==> config.mk <==
export PLATFORM = sky130hd
export DESIGN_NAME = json_string_unescape
export DESIGN_NICKNAME = d
export VERILOG_FILES = /design/src/jsu_pkg.sv /design/src/jsu_front.sv /design/src/jsu_queue.sv /design/src/jsu_back.sv /design/src/json_string_unescape.sv
export VERILOG_INCLUDE_DIRS = /design/src /design/src/src
export SDC_FILE = /design/constraint.sdc
export NUM_CORES = 1
export LEC_CHECK = 0
export BUFFER_PORTS_ARGS = -buffer_cell sky130_fd_sc_hd__buf_2
export CORE_ASPECT_RATIO = 0.7
export CORE_MARGIN = 4
export CORE_UTILIZATION = 40
export CTS_BUF_LIST = sky130_fd_sc_hd__clkbuf_2 sky130_fd_sc_hd__clkbuf_4 sky130_fd_sc_hd__clkbuf_8
export CTS_CLUSTER_DIAMETER = 120
export DETAILED_ROUTE_END_ITERATION = 8
export SLEW_MARGIN = 20
export SYNTH_ARGS = -nofsm -noshare
export SYNTH_HDL_FRONTEND = slang
export SYNTH_SLANG_ARGS = --single-unit
==> constraint.sdc <==
create_clock -name clk -period 12.5 [get_ports clk]
set_input_delay 0.625 -clock clk [delete_from_list [all_inputs] [get_ports clk]]
set_output_delay 0.625 -clock clk [all_outputs]
set_load 0.01 [all_outputs]
==> src/json_string_unescape_macros.svh <==
// assertion macros for the json string unescaper
`ifndef JSON_STRING_UNESCAPE_MACROS_SVH
`define JSON_STRING_UNESCAPE_MACROS_SVH

`ifndef SYNTHESIS
`define JSU_ASSERT(lbl, prop, msg) \
	lbl: assert property (@(posedge clk) disable iff (!arst_n) (prop)) else $error(msg);
`define JSU_ASSERT_RST(lbl, prop, msg) \
	lbl: assert property (@(posedge clk) (prop)) else $error(msg);
`else
`define JSU_ASSERT(lbl, prop, msg)
`define JSU_ASSERT_RST(lbl, prop, msg)
`endif

`endif

==> src/jsu_pkg.sv <==
// shared types, codes and helper functions of the json string unescaper
package jsu_pkg;

	localparam int QUEUE_DEPTH = 4;

	localparam logic [1:0] KIND_DATA  = 2'd0;
	localparam logic [1:0] KIND_DONE  = 2'd1;
	localparam logic [1:0] KIND_ERROR = 2'd2;

	localparam logic [3:0] ERR_NONE     = 4'd0;
	localparam logic [3:0] ERR_NO_QUOTE = 4'd1;
	localparam logic [3:0] ERR_ESCAPE   = 4'd2;
	localparam logic [3:0] ERR_HEX      = 4'd3;
	localparam logic [3:0] ERR_NO_LOW   = 4'd4;
	localparam logic [3:0] ERR_BAD_LOW  = 4'd5;
	localparam logic [3:0] ERR_LONE_LOW = 4'd6;
	localparam logic [3:0] ERR_CONTROL  = 4'd7;
	localparam logic [3:0] ERR_OPEN_END = 4'd8;

	localparam logic [7:0] CH_QUOTE = 8'h22;
	localparam logic [7:0] CH_BSL   = 8'h5C;

	typedef enum logic [3:0] {
		M_QUOTE = 4'd0,
		M_STR   = 4'd1,
		M_ESC   = 4'd2,
		M_HEX1  = 4'd3,
		M_BSL   = 4'd4,
		M_LU    = 4'd5,
		M_HEX2  = 4'd6
	} mode_t;

	typedef struct packed {
		logic [3:0][7:0] bytes;
		logic [2:0]      len;
	} utf8_t;

	typedef struct packed {
		logic [3:0][7:0] bytes;
		logic [2:0]      nbytes;
		logic            has_term;
		logic [1:0]      kind;
		logic [3:0]      err;
	} job_t;

	function automatic logic [4:0] hex_decode(input logic [7:0] c);
		logic [4:0] r;
		r = 5'd0;
		if (c >= 8'h30 && c <= 8'h39) r = {1'b1, 4'(c - 8'h30)};
		else if (c >= 8'h61 && c <= 8'h66) r = {1'b1, 4'(c - 8'h57)};
		else if (c >= 8'h41 && c <= 8'h46) r = {1'b1, 4'(c - 8'h37)};
		return r;
	endfunction

	function automatic utf8_t utf8_encode(input logic [20:0] cp);
		utf8_t r;
		r.bytes = '0;
		if (cp <= 21'h7F) begin
			r.len = 3'd1;
			r.bytes[0] = {1'b0, cp[6:0]};
		end else if (cp <= 21'h7FF) begin
			r.len = 3'd2;
			r.bytes[0] = {3'b110, cp[10:6]};
			r.bytes[1] = {2'b10, cp[5:0]};
		end else if (cp <= 21'hFFFF) begin
			r.len = 3'd3;
			r.bytes[0] = {4'b1110, cp[15:12]};
			r.bytes[1] = {2'b10, cp[11:6]};
			r.bytes[2] = {2'b10, cp[5:0]};
		end else begin
			r.len = 3'd4;
			r.bytes[0] = {5'b11110, cp[20:18]};
			r.bytes[1] = {2'b10, cp[17:12]};
			r.bytes[2] = {2'b10, cp[11:6]};
			r.bytes[3] = {2'b10, cp[5:0]};
		end
		return r;
	endfunction

endpackage

==> src/jsu_front.sv <==
// parser front: takes one text byte per cycle while the job queue is not full and turns it into at most one result job
module jsu_front (
	input  logic           clk,
	input  logic           arst_n,
	input  logic           in_valid,
	input  logic [7:0]     in_byte,
	input  logic           in_end,
	input  logic           queue_full,
	output logic           in_ready,
	output logic           push,
	output jsu_pkg::job_t  job
);

	jsu_pkg::mode_t mode_q, mode_d;
	logic [15:0] accum_q, accum_d;
	logic [9:0]  high_q, high_d;
	logic [1:0]  digit_q, digit_d;

	logic        acc;
	logic [4:0]  hex;
	logic [15:0] unit;
	logic        is_high, is_low, digits_done;
	logic [20:0] cp_pair;
	jsu_pkg::utf8_t enc_single, enc_pair;
	logic [7:0]  esc_byte;
	logic        esc_simple;
	jsu_pkg::job_t job_c;

	assign in_ready    = !queue_full;
	assign acc         = in_valid && in_ready;
	assign hex         = jsu_pkg::hex_decode(in_byte);
	assign unit        = {accum_q[11:0], hex[3:0]};
	assign is_high     = unit[15:10] == 6'b110110;
	assign is_low      = unit[15:10] == 6'b110111;
	assign digits_done = digit_q == 2'd3;
	assign cp_pair     = 21'h10000 + {1'b0, high_q, unit[9:0]};
	assign enc_single  = jsu_pkg::utf8_encode({5'd0, unit});
	assign enc_pair    = jsu_pkg::utf8_encode(cp_pair);

	always_comb begin
		esc_simple = 1'b1;
		esc_byte   = in_byte;
		case (in_byte)
			8'h22, 8'h5C, 8'h2F: esc_byte = in_byte;
			8'h62: esc_byte = 8'h08;
			8'h66: esc_byte = 8'h0C;
			8'h6E: esc_byte = 8'h0A;
			8'h72: esc_byte = 8'h0D;
			8'h74: esc_byte = 8'h09;
			default: esc_simple = 1'b0;
		endcase
	end

	// next state
	always_comb begin
		mode_d  = mode_q;
		accum_d = accum_q;
		high_d  = high_q;
		digit_d = digit_q;
		unique case (mode_q)
			jsu_pkg::M_QUOTE: begin
				mode_d = (in_byte == jsu_pkg::CH_QUOTE) ? jsu_pkg::M_STR : jsu_pkg::M_QUOTE;
			end
			jsu_pkg::M_STR: begin
				if (in_byte == jsu_pkg::CH_QUOTE) mode_d = jsu_pkg::M_QUOTE;
				else if (in_byte == jsu_pkg::CH_BSL) mode_d = jsu_pkg::M_ESC;
				else if (in_byte < 8'h20) mode_d = jsu_pkg::M_QUOTE;
			end
			jsu_pkg::M_ESC: begin
				if (esc_simple) mode_d = jsu_pkg::M_STR;
				else if (in_byte == 8'h75) begin
					mode_d  = jsu_pkg::M_HEX1;
					accum_d = '0;
					digit_d = '0;
				end else mode_d = jsu_pkg::M_QUOTE;
			end
			jsu_pkg::M_HEX1, jsu_pkg::M_HEX2: begin
				if (!hex[4]) mode_d = jsu_pkg::M_QUOTE;
				else begin
					accum_d = unit;
					digit_d = digit_q + 2'd1;
					if (digits_done) begin
						if (mode_q == jsu_pkg::M_HEX1) begin
							if (is_high) begin
								high_d = unit[9:0];
								mode_d = jsu_pkg::M_BSL;
							end else if (is_low) mode_d = jsu_pkg::M_QUOTE;
							else mode_d = jsu_pkg::M_STR;
						end else begin
							mode_d = is_low ? jsu_pkg::M_STR : jsu_pkg::M_QUOTE;
						end
					end
				end
			end
			jsu_pkg::M_BSL: begin
				mode_d = (in_byte == jsu_pkg::CH_BSL) ? jsu_pkg::M_LU : jsu_pkg::M_QUOTE;
			end
			jsu_pkg::M_LU: begin
				if (in_byte == 8'h75) begin
					mode_d  = jsu_pkg::M_HEX2;
					accum_d = '0;
					digit_d = '0;
				end else mode_d = jsu_pkg::M_QUOTE;
			end
			default: mode_d = jsu_pkg::M_QUOTE;
		endcase
		if (in_end) mode_d = jsu_pkg::M_QUOTE;
	end

	// job for this byte
	always_comb begin
		job_c          = '0;
		job_c.kind     = jsu_pkg::KIND_ERROR;
		job_c.err      = jsu_pkg::ERR_NONE;
		unique case (mode_q)
			jsu_pkg::M_QUOTE: begin
				if (in_byte != jsu_pkg::CH_QUOTE) begin
					job_c.has_term = 1'b1;
					job_c.err      = jsu_pkg::ERR_NO_QUOTE;
				end
			end
			jsu_pkg::M_STR: begin
				if (in_byte == jsu_pkg::CH_QUOTE) begin
					job_c.has_term = 1'b1;
					job_c.kind     = jsu_pkg::KIND_DONE;
				end else if (in_byte == jsu_pkg::CH_BSL) begin
					job_c.has_term = 1'b0;
				end else if (in_byte < 8'h20) begin
					job_c.has_term = 1'b1;
					job_c.err      = jsu_pkg::ERR_CONTROL;
				end else begin
					job_c.nbytes   = 3'd1;
					job_c.bytes[0] = in_byte;
				end
			end
			jsu_pkg::M_ESC: begin
				if (esc_simple) begin
					job_c.nbytes   = 3'd1;
					job_c.bytes[0] = esc_byte;
				end else if (in_byte != 8'h75) begin
					job_c.has_term = 1'b1;
					job_c.err      = jsu_pkg::ERR_ESCAPE;
				end
			end
			jsu_pkg::M_HEX1: begin
				if (!hex[4]) begin
					job_c.has_term = 1'b1;
					job_c.err      = jsu_pkg::ERR_HEX;
				end else if (digits_done && is_low) begin
					job_c.has_term = 1'b1;
					job_c.err      = jsu_pkg::ERR_LONE_LOW;
				end else if (digits_done && !is_high) begin
					job_c.nbytes = enc_single.len;
					job_c.bytes  = enc_single.bytes;
				end
			end
			jsu_pkg::M_HEX2: begin
				if (!hex[4]) begin
					job_c.has_term = 1'b1;
					job_c.err      = jsu_pkg::ERR_HEX;
				end else if (digits_done && !is_low) begin
					job_c.has_term = 1'b1;
					job_c.err      = jsu_pkg::ERR_BAD_LOW;
				end else if (digits_done) begin
					job_c.nbytes = enc_pair.len;
					job_c.bytes  = enc_pair.bytes;
				end
			end
			jsu_pkg::M_BSL: begin
				if (in_byte != jsu_pkg::CH_BSL) begin
					job_c.has_term = 1'b1;
					job_c.err      = jsu_pkg::ERR_NO_LOW;
				end
			end
			jsu_pkg::M_LU: begin
				if (in_byte != 8'h75) begin
					job_c.has_term = 1'b1;
					job_c.err      = jsu_pkg::ERR_NO_LOW;
				end
			end
			default: begin
				job_c.has_term = 1'b1;
				job_c.err      = jsu_pkg::ERR_NO_QUOTE;
			end
		endcase
		// text ran out with the string still open
		if (in_end && !job_c.has_term && mode_q != jsu_pkg::M_QUOTE) begin
			job_c.has_term = 1'b1;
			job_c.kind     = jsu_pkg::KIND_ERROR;
			job_c.err      = jsu_pkg::ERR_OPEN_END;
		end
		if (in_end && mode_q == jsu_pkg::M_QUOTE && in_byte == jsu_pkg::CH_QUOTE) begin
			job_c.has_term = 1'b1;
			job_c.kind     = jsu_pkg::KIND_ERROR;
			job_c.err      = jsu_pkg::ERR_OPEN_END;
		end
	end

	assign job  = job_c;
	assign push = acc && (job_c.has_term || job_c.nbytes != 3'd0);

	always_ff @(posedge clk or negedge arst_n) begin
		if (!arst_n) begin
			mode_q  <= jsu_pkg::M_QUOTE;
			accum_q <= '0;
			high_q  <= '0;
			digit_q <= '0;
		end else if (acc) begin
			mode_q  <= mode_d;
			accum_q <= accum_d;
			high_q  <= high_d;
			digit_q <= digit_d;
		end
	end

endmodule

==> src/jsu_queue.sv <==
// short job queue between parser front and output back
module jsu_queue #(
	parameter int DEPTH = jsu_pkg::QUEUE_DEPTH
) (
	input  logic           clk,
	input  logic           arst_n,
	input  logic           push,
	input  jsu_pkg::job_t  push_job,
	input  logic           pop,
	output logic           full,
	output logic           not_empty,
	output jsu_pkg::job_t  head
);

	localparam int AW = (DEPTH > 1) ? $clog2(DEPTH) : 1;
	localparam int CW = $clog2(DEPTH + 1);

	jsu_pkg::job_t mem_q [DEPTH];
	logic [AW-1:0] wr_q, rd_q;
	logic [CW-1:0] count_q;

	assign full      = count_q == CW'(DEPTH);
	assign not_empty = count_q != '0;
	assign head      = mem_q[rd_q];

	always_ff @(posedge clk) begin
		if (push) mem_q[wr_q] <= push_job;
	end

	always_ff @(posedge clk or negedge arst_n) begin
		if (!arst_n) begin
			wr_q    <= '0;
			rd_q    <= '0;
			count_q <= '0;
		end else begin
			if (push) wr_q <= (wr_q == AW'(DEPTH - 1)) ? '0 : wr_q + AW'(1);
			if (pop)  rd_q <= (rd_q == AW'(DEPTH - 1)) ? '0 : rd_q + AW'(1);
			if (push && !pop) count_q <= count_q + CW'(1);
			else if (pop && !push) count_q <= count_q - CW'(1);
		end
	end

`include "json_string_unescape_macros.svh"

	`JSU_ASSERT(a_no_push_full, !(push && full && !pop), "push into a full job queue")
	`JSU_ASSERT(a_no_pop_empty, !(pop && !not_empty), "pop from an empty job queue")
	`JSU_ASSERT(a_count_in_range, count_q <= CW'(DEPTH), "job queue count beyond depth")

endmodule

==> src/jsu_back.sv <==
// output back: expands each job into result words through an output register
module jsu_back (
	input  logic           clk,
	input  logic           arst_n,
	input  logic           q_valid,
	input  jsu_pkg::job_t  q_job,
	output logic           pop,
	output logic           out_valid,
	input  logic           out_ready,
	output logic [7:0]     out_byte,
	output logic [1:0]     out_kind,
	output logic [3:0]     out_err,
	output logic           out_last
);

	jsu_pkg::job_t job_q;
	logic [2:0]    pos_q;
	logic          busy_q;
	logic          valid_q;
	logic [7:0]    byte_q;
	logic [1:0]    kind_q;
	logic [3:0]    err_q;
	logic          last_q;

	logic       out_load, emit, last, is_data;
	logic [2:0] total;

	assign total    = job_q.nbytes + {2'd0, job_q.has_term};
	assign out_load = !valid_q || out_ready;
	assign emit     = busy_q && out_load;
	assign last     = pos_q == total - 3'd1;
	assign is_data  = pos_q < job_q.nbytes;
	assign pop      = q_valid && (!busy_q || (emit && last));

	always_ff @(posedge clk) begin
		if (pop) job_q <= q_job;
		if (emit) begin
			byte_q <= is_data ? job_q.bytes[pos_q[1:0]] : 8'd0;
			kind_q <= is_data ? jsu_pkg::KIND_DATA : job_q.kind;
			err_q  <= is_data ? jsu_pkg::ERR_NONE : job_q.err;
			last_q <= last;
		end
	end

	always_ff @(posedge clk or negedge arst_n) begin
		if (!arst_n) begin
			busy_q  <= 1'b0;
			pos_q   <= '0;
			valid_q <= 1'b0;
		end else begin
			if (pop) begin
				busy_q <= 1'b1;
				pos_q  <= '0;
			end else if (emit && last) begin
				busy_q <= 1'b0;
			end else if (emit) begin
				pos_q <= pos_q + 3'd1;
			end
			if (emit) valid_q <= 1'b1;
			else if (out_ready) valid_q <= 1'b0;
		end
	end

	assign out_valid = valid_q;
	assign out_byte  = byte_q;
	assign out_kind  = kind_q;
	assign out_err   = err_q;
	assign out_last  = last_q;

`include "json_string_unescape_macros.svh"

	`JSU_ASSERT(a_pos_in_job, busy_q |-> (pos_q < total), "result index beyond job")
	`JSU_ASSERT(a_term_is_last, (emit && !is_data) |-> last, "done or error word not last")
	`JSU_ASSERT(a_job_nonempty, pop |-> (q_job.has_term || q_job.nbytes != 3'd0),
		"empty job in queue")

endmodule

==> src/json_string_unescape.sv <==
// top level of the json string unescaper with utf-8 output
//
// channel  dir  tdata                     tuser    tlast
// s_*      in   [7:0] text byte           -        end of available text
// m_*      out  [7:0] byte, [11:8] error  [1:0]    last word of this input byte
//                                          kind
//
// one text byte is taken per cycle while the job queue has room
// each byte yields zero to five words, emitted one per cycle from the back while m_tready is high
// a word passes through the job queue, the job register and the output register of the back
// a stalled m_tready fills the queue, then s_tready drops
// arst_n clears the parser to expecting an opening quote and empties the queue
module json_string_unescape #(
	parameter int QUEUE_DEPTH = jsu_pkg::QUEUE_DEPTH
) (
	input  logic        clk,
	input  logic        arst_n,
	input  logic        s_tvalid,
	output logic        s_tready,
	input  logic [7:0]  s_tdata,   // in_byte
	input  logic        s_tlast,   // in_end
	output logic        m_tvalid,
	input  logic        m_tready,
	output logic [15:0] m_tdata,   // out_byte, error_code, zero pad
	output logic [1:0]  m_tuser,   // kind
	output logic        m_tlast    // out_last
);

	jsu_pkg::job_t push_job, head_job;
	logic push, pop, full, not_empty;
	logic [7:0] out_byte;
	logic [3:0] out_err;

	jsu_front u_front (
		.clk        (clk),
		.arst_n     (arst_n),
		.in_valid   (s_tvalid),
		.in_byte    (s_tdata),
		.in_end     (s_tlast),
		.queue_full (full),
		.in_ready   (s_tready),
		.push       (push),
		.job        (push_job)
	);

	jsu_queue #(
		.DEPTH (QUEUE_DEPTH)
	) u_queue (
		.clk       (clk),
		.arst_n    (arst_n),
		.push      (push),
		.push_job  (push_job),
		.pop       (pop),
		.full      (full),
		.not_empty (not_empty),
		.head      (head_job)
	);

	jsu_back u_back (
		.clk       (clk),
		.arst_n    (arst_n),
		.q_valid   (not_empty),
		.q_job     (head_job),
		.pop       (pop),
		.out_valid (m_tvalid),
		.out_ready (m_tready),
		.out_byte  (out_byte),
		.out_kind  (m_tuser),
		.out_err   (out_err),
		.out_last  (m_tlast)
	);

	assign m_tdata = {4'd0, out_err, out_byte};

endmodule
After elaboration in Yosys (flattened, before gate mapping):

Memory sizes are Yosys's and may differ from the RTL's. A register that Yosys moved wholly into a read port is not among the register bits.
Index checks and enable logic that the tools add are counted.

* flip-flop bits (word level): 59
* bits in writable memories: 168
* bits of input ports: 13
* output and inout port bits: 21
* word-level logic and storage cells: 209
* memories: 1

Memories
* u_queue.mem_q: depth 4, width 42, rd ports 1, clocked after Yosys merged registers in 1, wr ports 1, line jsu_queue.sv:18 `jsu_pkg::job_t mem_q [DEPTH];`

* add/sub/neg operators: 12
* magnitude comparators: 14
* eq/ne operators: 30
* mux-type cells: 95
* reductions and logical operators: 43

Operators by type and width (count)
* $mux 35: 4
* $mux 16: 5
* $mux 11: 6
* $eq 8x7->1 const B: 7
* $mux 4: 14
* $mux 27: 2
* $pmux 16 s3: 1
* $pmux 24 s2: 1
* $pmux 11 s4: 1
* $pmux 8 s5: 1
* $mux 3: 12
* $pmux 4 s7: 1
* $mux 25: 1
* $mux 24: 1
* $mux 8: 3
* $pmux 4 s6: 1
* $mux 1: 22
* $add 17x20->21 const A: 1
* $le 21x11->1 const B: 1
* $le 21x16->1 const B: 1
* $le 21x7->1 const B: 1
* $mux 19: 1
* $mux 2: 9
* $logic_and 1x1->1: 17
* 47 further kinds: 80

Depth between registers and ports, before layout:

* word-level depth: 21
* gate-level depth with buffers: 17
* depth with buffers taken out: 15

By module:

A second synthesis with hierarchy kept.

* cell total of the unflattened synthesis: 815
* area, all modules: 12223.0 um2

By module, submodules not included
* jsu_queue: instances 1, cells each 257, area each 6536.3 um2, seq. area each 5220.0 um2
* jsu_front: instances 1, cells each 424, area each 3209.3 um2, seq. area each 675.6 um2
* jsu_back: instances 1, cells each 129, area each 2443.6 um2, seq. area each 1836.8 um2
* json_string_unescape: instances 1, cells each 5, area each 33.8 um2, seq. area each 0.0 um2

Least setup slack after synthesis:

OpenSTA, ideal clock, no wires.

* path kind: input-to-reg
* start: in s_tdata[0]
* end: mem u_queue.mem_q[3][0] (netlist bit) (enable)
* setup time: 0.400 ns
* arrival: 4.248 ns
* required time: 12.100 ns
* slack: 7.852 ns
* stages: 11
* buffers on the path: 1
* path through: clkbuf_1 > inv_1 > ha_1 > nor3b_1 > or4_4 > a222oi_1 > mux2_4 > nor2_2 > nor3_4 > a41oi_4 > and2_1

* cells in the longest elaborated chain, start to end: 19
* elaborated cells between the ends (all ways): 72

RTL lines
* start: declaration: line json_string_unescape.sv:20 `input logic [7:0] s_tdata,`
* $ge 8x7->1 / $le 8x7->1 (equally long branches): line jsu_pkg.sv:51 `else if (c >= 8'h41 && c <= 8'h46) r = {1'b1, 4'(c - 8'h37)};`
* $logic_and 1x1->1: line jsu_pkg.sv:51
* $mux 5: line jsu_pkg.sv:51
* $mux 5: line jsu_pkg.sv:50 `else if (c >= 8'h61 && c <= 8'h66) r = {1'b1, 4'(c - 8'h57)};`
* $mux 5: line jsu_pkg.sv:49 `if (c >= 8'h30 && c <= 8'h39) r = {1'b1, 4'(c - 8'h30)};`
* $add 17x20->21: line jsu_front.sv:36 `assign cp_pair = 21'h10000 + {1'b0, high_q, unit[9:0]};`
* $le 21x16->1: line jsu_pkg.sv:65 `end else if (cp <= 21'hFFFF) begin`
* $mux 25: line jsu_pkg.sv:65
* [... 4 more ...]
* $mux 35: line jsu_front.sv:158 `if (!hex[4]) begin`
* $pmux 11 s4: line jsu_front.sv:115 `unique case (mode_q)`
* $reduce_bool 3->1: line jsu_front.sv:200 `assign push = acc && (job_c.has_term || job_c.nbytes != 3'd0);`
* $logic_or 1x1->1 (*): line jsu_front.sv:200
* $logic_and 1x1->1 (*): line jsu_front.sv:200
* named net push: line json_string_unescape.sv:30 `logic push, pop, full, not_empty;`
* $mux 1 (*): line jsu_queue.sv:27 `if (push) mem_q[wr_q] <= push_job;`
* $mux 1 (implied by the code) (*): line jsu_queue.sv:27
* end: declaration: line jsu_queue.sv:18

The timed path passes the listed nets; every way through them passes the cells marked *.

Worst setup path after layout:

* start: in s_tdata[3]
* end: mem u_queue.mem_q[3][14] (netlist bit) (enable)

Same word-level chain as after synthesis.

==> flow_summary.yaml <==
status:
  status: "complete, no violations"
cells_and_area:
  finish.instance_area_um2: 12700
  final_cell_count_no_fill: 1229
  diodes: 0
  nNetsFinal: 867
  synthToLayoutAreaGrowth_pct: 10.8
  drive_above_1_share: 0.205
placement:
  dpl-instance-area_um2: 11900
  dp.cells: 1164
  dpl_worst_slack_ns: 7.35
  routabilityCongestion: 0.914
  hpwlAfterDp_um: 17300
  portBuffers: 29
synth:
  syn_area_um2: 11500
  synth.lib_cells_used.distinct: 77
  syn_inst: 802
  synth_ff_type: "edfxtp_1"
  postSynthAreaPerCell_um2: 14.3
  synth_seq_area_share: 0.636
  async_flop_share: 0.157
  synth-seq-cells: 249
  synth_edf_count: 210
  yosysWarnings: 0
timing:
  setup_tns_ns: 0
  fin_crit_sh: 0.369
  rsz0062_at_grt: "no"
  finalCriticalPeriod_ns: 4.61
  maxSlewHeadroom: 0.289
  fmax_ghz: 0.217
  finClkSkew_ns: 0.0365
  slew_violations: 0
  holdWs_ns: 0.0572
  worstMarginPinSlew_ns: 1.07
  finalSetupViolCount: 0
  hold_violations: 0
  setup_ws_ns: 7.89
worst_setup_path:
  critical_path_required_ns: 12.66
  slowest_stage: "and2_2"
  cp_data_arrival_time_ns: 4.77
  cp-start-kind: "primary input"
  end_kind: "register"
  crit_type: "in -> reg"
  path_delay_family: "simple AND/OR/NAND/NOR gates"
  slowest_delay_ns: 0.89
  path_cells: "buf_2, or4b_4, or4_4, a222oi_1, nand2_1, o21bai_4, a21boi_2, a41oi_4, and2_2"
  critPathMaxFanout: 39
  path_buf_inv: 1
routing:
  top_layer: "met4"
  drt_iter0_drc: 698
  routed-wl-met3_um: 1810
  vias: 6904
  routedWlPerCell_um: 21.0
  wl_met2_um: 10500
  first_pass_iters: 5
  vias_per_cell: 5.62
  drc_errors: 0
  drt-total-wl_um: 25800
  met1_length_um: 13100
  ant_nets: 0
cts:
  cts_tree: "done"
  worstSkewPairLatency_ns: 0.57
  cts.reportedPaths.clkPinSlew_ns: 0.07
  h-tree-depth: 2
  clock_path_buffers: 3
  ctsResizeCount: 0
  post-cts-setup-buffer-count: 0
  holdBufCountCts: 0
  cts_sinks: 249
  cts_buffers: 40
  cts-root-buf: "clkbuf_8"
global_routing:
  grt_pass1_vias: 6689
  grt_overflow_total: 0
  grt_usage: 0.167
  grt_max_degree: 46
  antenna_found_initial: 0
  grt_pass1_wl_um: 40300
hold_path:
  hold_path.class: "in -> async"
die:
  die_height_um: 150
  start_util: 0.409
  coreArea_um2: 28000
  die_area_um2: 31500
  io_pins: 34
  fp-row-count: 51
  fp.dieW_um: 210
pwr:
  powerDensity_nw_per_um2: 193
  irDropWorstVdd_mv: 0.0838
  p_leak_nw: 4.38
job:
  cap_violations: 0
## power by group
part           internal, mW  switching, mW  total (mW)
Sequential             1.14         0.0799        1.22
Combinational         0.256          0.285       0.540
Clock                 0.375          0.315       0.690
Total                  1.77          0.680        2.45
## sequential cells by signal (all words and copies together) (netlist names), 3 cells and up
name             cells
u_back.job_q        39
u_back.out_byte      8
u_back.out_err       4
u_back.pos_q         3
u_front.accum_q     12
u_front.high_q      10
u_front.mode_q       3
u_queue.count_q      3
u_queue.mem_q      156
## cells in the mapped netlist, drive strengths merged (4+ instances only)
| master | count | area (µm²) |
|---|---|---|
| nand2 | 49 | 184 |
| nand3 | 19 | 95.1 |
| or4 | 6 | 48.8 |
| and2 | 21 | 134 |
| a21o | 4 | 30.0 |
| a21oi | 35 | 175 |
| nand4 | 11 | 68.8 |
| and3 | 9 | 56.3 |
| mux4 | 46 | 1040 |
| mux2 | 12 | 146 |
| nor2b | 10 | 62.6 |
| inv | 29 | 109 |
| nand2b | 12 | 75.1 |
| dfrtp | 39 | 976 |
| buf | 13 | 73.8 |
| xnor2 | 7 | 61.3 |
| o22ai | 5 | 31.3 |
| a22o | 17 | 149 |
| nor3 | 18 | 101 |
| o221ai | 4 | 35.0 |
| xor2 | 6 | 52.6 |
| edfxtp | 210 | 6310 |
| nor2 | 54 | 205 |
| nor4 | 5 | 31.3 |
| ha | 18 | 225 |
| a22oi | 4 | 30.0 |
| clkbuf | 32 | 120 |
| o21ai | 35 | 175 |
| or3 | 5 | 31.3 |
| mux2i | 4 | 40.0 |
## stage by stage
step	power [mW]	util
global route	2.59	0.453
detailed placement	1.79	0.426
global placement	1.78	0.426
finish	2.45	0.453
floorplan	1.62	-
CTS	2.49	0.453
## metal layers
metal,vias to the layer above,track usage
met5,-,0
met4,0,0.0414
met3,38,0.0388
met2,225,0.223
met1,3473,0.272
li1,3168,-
## logic make-up after synthesis
group | after synthesis | share of synthesized area
AO/OA/AOI/OAI | 139 | 0.0839
XOR/XNOR | 13 | 0.00994
adder cells (fa/ha/maj) | 19 | 0.0214
buffers and inverters | 74 | 0.0264
flip-flops | 249 | 0.636
multiplexers | 62 | 0.107
other | 1 | 0.000327
AND/OR/NAND/NOR | 245 | 0.116
## cell type report
type | count | area (µm²)
fillers | 2513 | 15300
inverters | 29 | 109
clock buffers | 51 | 633
well taps | 371 | 464
flip-flops and latches | 249 | 7280
clock inverters | 14 | 140
multi-input cells | 482 | 3890
repair buffers | 33 | 178
## worst paths after layout
check / startpoint / slack [ns] / to / cells after the start
min in group clk: m_tready / 0.37 / u_back.out_valid$_DFFE_PN0P_ / 3
hold / removal: arst_n / 0.06 / u_front.high_q[0]$_DFFE_PN0P_ / 1
hold reg to reg: u_back.busy_q$_DFFE_PN0P_ / 0.50 / u_back.out_valid$_DFFE_PN0P_ / 1
setup reg to reg: u_front.accum_q[0]$_DFFE_PN0P_ / 8.00 / u_queue.mem_q[3][14]$_DFFE_PP_ / 8
setup / recovery: s_tdata[3] / 7.89 / u_queue.mem_q[3][14]$_DFFE_PP_ / 9
max in group asynchronous: arst_n / 12.00 / u_queue.rd_q[0]$_DFFE_PN0P_ / 1
## placed cells by master, fill, tap and decap left out, types with 6 or more instances in the layout
cell	instances
edfxtp_1	210
nor2_1	53
nand2_1	49
mux4_2	46
clkbuf_8	40
dfrtp_1	38
o21ai_0	35
a21oi_1	35
inv_1	29
buf_2	28
nand3_1	19
ha_1	18
nor3_1	17
a22o_1	17
and2_1	16
nand2b_1	12
nand4_1	11
clkbuf_4	11
nor2b_1	10
and3_1	9
mux2_2	9
xnor2_1	7
xor2_1	6
Power figures use the tool's default switching activity.
